### config.mk
export PLATFORM = sky130hd
export DESIGN_NAME = nvtt_ctrl
export DESIGN_NICKNAME = d
export VERILOG_FILES = /design/src/hdl/note_voice_tracking_table_defines.svh /design/src/hdl/nvtt_pkg.sv /design/src/hdl/nvtt_ctrl.sv
export SDC_FILE = /design/constraint.sdc
export NUM_CORES = 1
export LEC_CHECK = 0
export BUFFER_PORTS_ARGS = -buffer_cell sky130_fd_sc_hd__clkbuf_2
export CORE_AREA = 5 5 42 44
export DETAILED_ROUTE_END_ITERATION = 10
export DIE_AREA = 0 0 47 49
export GPL_ROUTABILITY_DRIVEN = 0
export SETUP_SLACK_MARGIN = 0.1
export SYNTH_ARGS = -nofsm -noshare
export SYNTH_HDL_FRONTEND = slang
export SYNTH_SLANG_ARGS = --single-unit
### constraint.sdc
create_clock -name i_clk -period 2.6 [get_ports i_clk]
set_clock_uncertainty 0.1 [all_clocks]
set_input_delay 0.39 -clock i_clk [delete_from_list [all_inputs] [get_ports i_clk]]
set_output_delay 0.39 -clock i_clk [all_outputs]
set_load 0.01 [all_outputs]
### src/hdl/note_voice_tracking_table_defines.svh
// assertion helpers for the note voice tracking table
`ifndef NOTE_VOICE_TRACKING_TABLE_DEFINES_SVH
`define NOTE_VOICE_TRACKING_TABLE_DEFINES_SVH

// same-cycle implication, checked outside reset
`define NVTT_ASSERT_NOW(label, clk, rst_n, ante, cons, msg) \
    label: assert property (@(posedge clk) disable iff (!rst_n) (ante) |-> (cons)) \
        else $error(msg);

// next-cycle implication, checked outside reset
`define NVTT_ASSERT_NEXT(label, clk, rst_n, ante, cons, msg) \
    label: assert property (@(posedge clk) disable iff (!rst_n) (ante) |=> (cons)) \
        else $error(msg);

`endif

### src/hdl/nvtt_pkg.sv
package nvtt_pkg;

    localparam int NOTE_COUNT    = 128;
    localparam int MAX_LAYERS    = 32;
    localparam int VOICE_ID_BITS = 8;
    localparam int NOTE_BITS     = $clog2(NOTE_COUNT);
    localparam int LAYER_BITS    = $clog2(MAX_LAYERS);
    localparam int CNT_BITS      = $clog2(MAX_LAYERS + 1);
    localparam int ADDR_BITS     = NOTE_BITS + LAYER_BITS;
    localparam int VOICE_DEPTH   = NOTE_COUNT * MAX_LAYERS;

    // port field widths
    localparam int NOTE_W   = 8;
    localparam int ID_W     = 8;
    localparam int STATUS_W = 3;
    localparam int LIMIT_W  = 7;
    localparam int LIMIT_RESET = 32;

    typedef enum logic [STATUS_W-1:0] {
        ST_STORED    = 3'd0,
        ST_BAD_NOTE  = 3'd1,
        ST_NO_VOICE  = 3'd2,
        ST_LIST_FULL = 3'd3,
        ST_RELEASE   = 3'd4,
        ST_NOTHING   = 3'd5
    } t_status;

    typedef enum logic {
        OP_TRIGGER = 1'b0,
        OP_RELEASE = 1'b1
    } t_op;

    typedef enum logic [1:0] {
        S_IDLE,
        S_LOOKUP,
        S_WALK
    } t_state;

    // controller -> datapath
    typedef struct packed {
        logic    cap_item;
        logic    store;
        logic    walk_start;
        logic    walk_next;
        logic    clear_cnt;
        logic    out_load;
        t_status out_status;
    } t_cmd;

    // datapath -> controller
    typedef struct packed {
        logic bad_note;
        logic is_release;
        logic voice_valid;
        logic full;
        logic empty;
        logic walk_last;
        logic out_free;
    } t_stat;

endpackage

### src/hdl/nvtt_ctrl.sv
module nvtt_ctrl (
    input  logic            i_clk,
    input  logic            i_rst_n,
    input  logic            i_in_valid,
    output logic            o_in_ready,
    input  nvtt_pkg::t_stat i_stat,
    output nvtt_pkg::t_cmd  o_cmd
);

    nvtt_pkg::t_state r_state;
    nvtt_pkg::t_state n_state;

    always_ff @(posedge i_clk) begin
        if (!i_rst_n) begin
            r_state <= nvtt_pkg::S_IDLE;
        end else begin
            r_state <= n_state;
        end
    end

    // next state
    always_comb begin
        n_state = r_state;
        unique case (r_state)
            nvtt_pkg::S_IDLE: begin
                if (i_in_valid) begin
                    n_state = nvtt_pkg::S_LOOKUP;
                end
            end
            nvtt_pkg::S_LOOKUP: begin
                if (i_stat.out_free) begin
                    if (!i_stat.bad_note && i_stat.is_release && !i_stat.empty) begin
                        n_state = nvtt_pkg::S_WALK;
                    end else begin
                        n_state = nvtt_pkg::S_IDLE;
                    end
                end
            end
            nvtt_pkg::S_WALK: begin
                if (i_stat.out_free && i_stat.walk_last) begin
                    n_state = nvtt_pkg::S_IDLE;
                end
            end
            default: n_state = nvtt_pkg::S_IDLE;
        endcase
    end

    // commands
    always_comb begin
        o_in_ready = 1'b0;
        o_cmd      = '0;
        o_cmd.out_status = nvtt_pkg::ST_STORED;
        unique case (r_state)
            nvtt_pkg::S_IDLE: begin
                o_in_ready     = 1'b1;
                o_cmd.cap_item = i_in_valid;
            end
            nvtt_pkg::S_LOOKUP: begin
                if (i_stat.out_free) begin
                    priority if (i_stat.bad_note) begin
                        o_cmd.out_load   = 1'b1;
                        o_cmd.out_status = nvtt_pkg::ST_BAD_NOTE;
                    end else if (!i_stat.is_release && !i_stat.voice_valid) begin
                        o_cmd.out_load   = 1'b1;
                        o_cmd.out_status = nvtt_pkg::ST_NO_VOICE;
                    end else if (!i_stat.is_release && i_stat.full) begin
                        o_cmd.out_load   = 1'b1;
                        o_cmd.out_status = nvtt_pkg::ST_LIST_FULL;
                    end else if (!i_stat.is_release) begin
                        o_cmd.store      = 1'b1;
                        o_cmd.out_load   = 1'b1;
                        o_cmd.out_status = nvtt_pkg::ST_STORED;
                    end else if (i_stat.empty) begin
                        o_cmd.out_load   = 1'b1;
                        o_cmd.out_status = nvtt_pkg::ST_NOTHING;
                    end else begin
                        o_cmd.walk_start = 1'b1;
                    end
                end
            end
            nvtt_pkg::S_WALK: begin
                if (i_stat.out_free) begin
                    o_cmd.out_load   = 1'b1;
                    o_cmd.out_status = nvtt_pkg::ST_RELEASE;
                    if (i_stat.walk_last) begin
                        o_cmd.clear_cnt = 1'b1;
                    end else begin
                        o_cmd.walk_next = 1'b1;
                    end
                end
            end
            default: begin
                o_in_ready = 1'b0;
            end
        endcase
    end

endmodule

; Yosys cells after proc, flatten, opt, wreduce, memory -nomap -nowiden
; Index checks and enable logic that the tools add are counted.
[totals]
wordCells = 43
register_bits = 2
[op_classes]
reduce_logical = 11
muxes = 26
n_eq_ne = 5
[ops]
columns = op, n
row1 = 4-bit two-way mux, 6
row2 = 2-bit two-way mux, 10
row3 = 4-bit case mux with 2 select lines, 1
row4 = 1-bit two-way mux, 7
row5 = 6-bit two-way mux, 1
row6 = "2-bit inequality test, second input constant", 3
row7 = 2-bit case mux with 3 select lines, 1
row8 = 1-bit logical AND, 5
row9 = 1-bit logical NOT, 4
row10 = 3-bit AND reduction, 1
row11 = "2-bit by 1-bit == test with 1-bit output, second input constant", 1
row12 = "2-bit == test, second input constant", 1
row13 = 2-bit logical NOT, 1

; Longest topological paths before layout
[logic_depth]
word_depth = 7
mapped_depth = 5
ltp_nobuf = 5

; Worst setup path after synthesis
; OpenSTA, ideal clock, no wires.
[synth_path]
path_type = reg2out
from = reg r_state[1]
to = out o_cmd[1] (netlist bit)
arrival_time_ns = 1.004
setup_slack_ns = 1.106
stages_incl_launch_ff = 5
path_buffers = 0
cell_sequence = dfxtp_1 > inv_1 > ha_1 > nand3b_1 > nor3_1
[synth_rtl]
columns = element, line
row1 = start: declaration, nvtt_ctrl.sv:10  ; nvtt_pkg::t_state r_state;
row2 = start signal: assignment, nvtt_ctrl.sv:15  ; r_state <= nvtt_pkg::S_IDLE;
row3 = start signal: assignment, nvtt_ctrl.sv:17  ; r_state <= n_state;
row4 = end: declaration, nvtt_ctrl.sv:7  ; output nvtt_pkg::t_cmd o_cmd

==> results by group <==
Outcome
  • Status: complete, no violations

Routing
  • Drt drc: 0
  • Final ANT Viol Nets: 0
  • Routed wire length: between 700 and 800 um
  • Via count: 334
  • Drt initial violations: 3
  • Pre-antenna DRT Iters: 2
  • Vias per cell: 4.34
  • DR WL/cell: 9.35 um

Timing
  • Clock period minus final worst setup slack: 1.87 ns
  • Fmax: 536 MHz
  • Relative slew slack: 0.895
  • Max-slew violations: 0
  • RSZ-0062 raised after global routing: no
  • Tcrit/Tclk final: 0.718
  • Worst slew pin tran: 0.156 ns
  • Final hold vios: 0
  • Final setup viols: 0
  • Min Hold Slack: 0.332 ns
  • Setup TNS: 0 ns
  • Post-route setup slack: 0.734 ns

Synth
  • Netlist cell types: 18
  • Yosys warns: 0
  • Syn nets: 52
  • Yosys top cell by area: dfxtp_1
  • Mean Syn Cell Area: 7.12 um^2
  • #FFs+latches synth: 2
  • Syn Std Cell Area: ~280 um^2
  • Synth top area share: 0.144
  • Synth area leaders: dfxtp_1, ha_1, nand2_1
  • Post-Syn Instances: 39
  • Register area share after synthesis: 0.144

Global routing
  • Initial antenna violation count: 0
  • Global-route usage over all layers: 0.0682
  • Number of global-route vias before repair: 300
  • Largest net degree at the start of global routing: 8
  • First-pass GRT wire length: 1190 um
  • Overflow after GRT: 0

Pwr
  • Net Sw Frac: 0.341
  • Sequential share of power: 0.203
  • Switching pwr: 0.0656 mW
  • Worst vdd ir: 341 uV
  • P_leak: 0.212 nW
  • P_int: between 0.1 and 0.15 mW
  • Clock share of power: 0.345
  • Combinational power share: 0.451
  • Cell Pwr Density: 464 mW/mm^2

Clock tree
  • Clock latency on the worst-skew pair: 0.22 ns
  • H-tree Lvls: 1
  • Post-CTS setup buffers: 0
  • Sink Count: 2
  • Clock root buffer: clkbuf_4
  • Post-CTS Resized: 0
  • Total CTS buffers: 3
  • Max Buffers Root-to-Sink: 2
  • CTS tree: built
  • Cts hold-fix bufs: 0
  • Clock transition at path regs: 0.03 ns

Worst setup path
  • Critical path class: register to output pin
  • Crit-path max FO: 5
  • Nature of the critical path startpoint: register
  • Critical Path AT: ~1.4 ns
  • Worst Path Required: around 2.1 ns
  • R2R cell count: 5
  • CP Capture Type: output pin

Flow run
  • MaxCap Viol Count: 0

Floorplan
  • FP Rows: 14
  • Core ar.: 0.00140 mm^2
  • Die ar.: 0.00230 mm^2
  • Chip width: 47 um
  • Initial core utilization: 0.198
  • IO Count: 20
  • Die Ht: 49 um

Placed design
  • I/O Buffers: 19
  • Dpl ws: 0.936 ns
  • Post-detail-place hpwl: 628 um

Cells and area
  • Largest regs: r_state (2)
  • Share of cells above drive strength 1: 0.426
  • Max reg flops: 2
  • Antenna cells: 0
  • Synthesis-to-finish area growth: 49.5%
  • Top reg by flops: r_state
  • Multi-input logic area: 223 um^2
  • FILL cells: 169
  • Number of nets in the layout: 76
  • Reg area: 40.0 um^2

Worst hold path
  • Hold depth: 3
  • Hold Path Class: input port to register
==> per-layer routing <==
metal  vias up  track usage  share of wire
li1        182            -              -
met1       143       0.0853           0.44
met2         9       0.0950           0.46
met3         0       0.0480           0.10
met4         0       0.0138              0
met5         -            0              0
==> through the flow <==
step           instance area (um^2)  power (mW)  cells  utilization
3_3_place_gp                    393       0.127     74        0.280
5_1_grt                         415       0.214     77        0.296
3_5_place_dp                    393       0.129     74        0.280
2_1_floorplan                   278      0.0974     39            -
4_1_cts                         415       0.201     77        0.296
6_report                        415       0.193     77        0.296
==> Yosys cell counts <==
cell,count
inv_1,3
nand2_1,8
and3_2,1
ha_1,3
nor3_1,2
nand3b_1,2
inv_2,1
mux2i_1,2
nor2_1,2
o21ai_0,2
o221a_4,1
and2_1,2
o21bai_1,1
dfxtp_1,2
nand3_1,1
and4bb_2,1
nand2b_1,2
a21oi_1,3
==> cell type report <==
| class | instances | area share |
|---|---|---|
| Clock buffer | 3 | 0.0542 |
| Inverter | 4 | 0.0361 |
| Multi-Input combinational cell | 33 | 0.536 |
| Sequential cell | 2 | 0.0964 |
| Tap cell | 16 | 0.0482 |
| Timing Repair Buffer | 19 | 0.229 |
==> logic make-up after synthesis <==
kind of cell             after synthesis  synth area share
AND/OR/NAND/NOR                       21             0.405
AO/OA/AOI/OAI                          7             0.189
buffers and inverters                  4            0.0540
adder cells (fa/ha/maj)                3             0.135
multiplexers                           2            0.0721
flip-flops                             2             0.144
==> worst max-delay path, cell delays in order (launching register included) <==
cell      delay (ns)
dfxtp_1         0.31
inv_1           0.07
ha_1            0.21
nand3b_1        0.15
o21ai_0         0.15
and2_1          0.13
clkbuf_2        0.12
==> power by group through the flow <==
stage | Combinational [mW] | Clock (mW) | Sequential (mW)
2_1_floorplan | 0.0588 | 0 | 0.0386
3_3_place_gp | 0.0878 | 0 | 0.0395
3_5_place_dp | 0.0897 | 0 | 0.0395
4_1_cts | 0.0901 | 0.0715 | 0.0392
5_1_grt | 0.0989 | 0.0744 | 0.0404
6_report | 0.0870 | 0.0665 | 0.0391
==> cells in the final DEF (no fill, tap or decap) <==
cell type  count
nand3b_1       2
ha_1           3
nor3_1         2
nand2_1        8
nor2_1         2
inv_1          3
o21bai_1       1
clkbuf_4       3
mux2i_1        2
nand3_1        1
inv_2          1
dfxtp_1        2
o221a_4        1
nand2b_1       2
a21oi_1        3
and4bb_2       1
o21ai_0        2
and2_1         2
clkbuf_2      19
and3_2         1
==> worst paths after layout <==
path / slack [ns] / from / end
max reg2reg: 1.20 / r_state[0]$_SDFFE_PN0P_ / r_state[0]$_SDFFE_PN0P_
min: 0.33 / i_rst_n / r_state[1]$_SDFFE_PN0P_
min reg2reg: 0.37 / r_state[1]$_SDFFE_PN0P_ / r_state[1]$_SDFFE_PN0P_
max: 0.73 / r_state[1]$_SDFFE_PN0P_ / o_cmd[2]
Note: power is estimated with default switching activity, not from simulation.
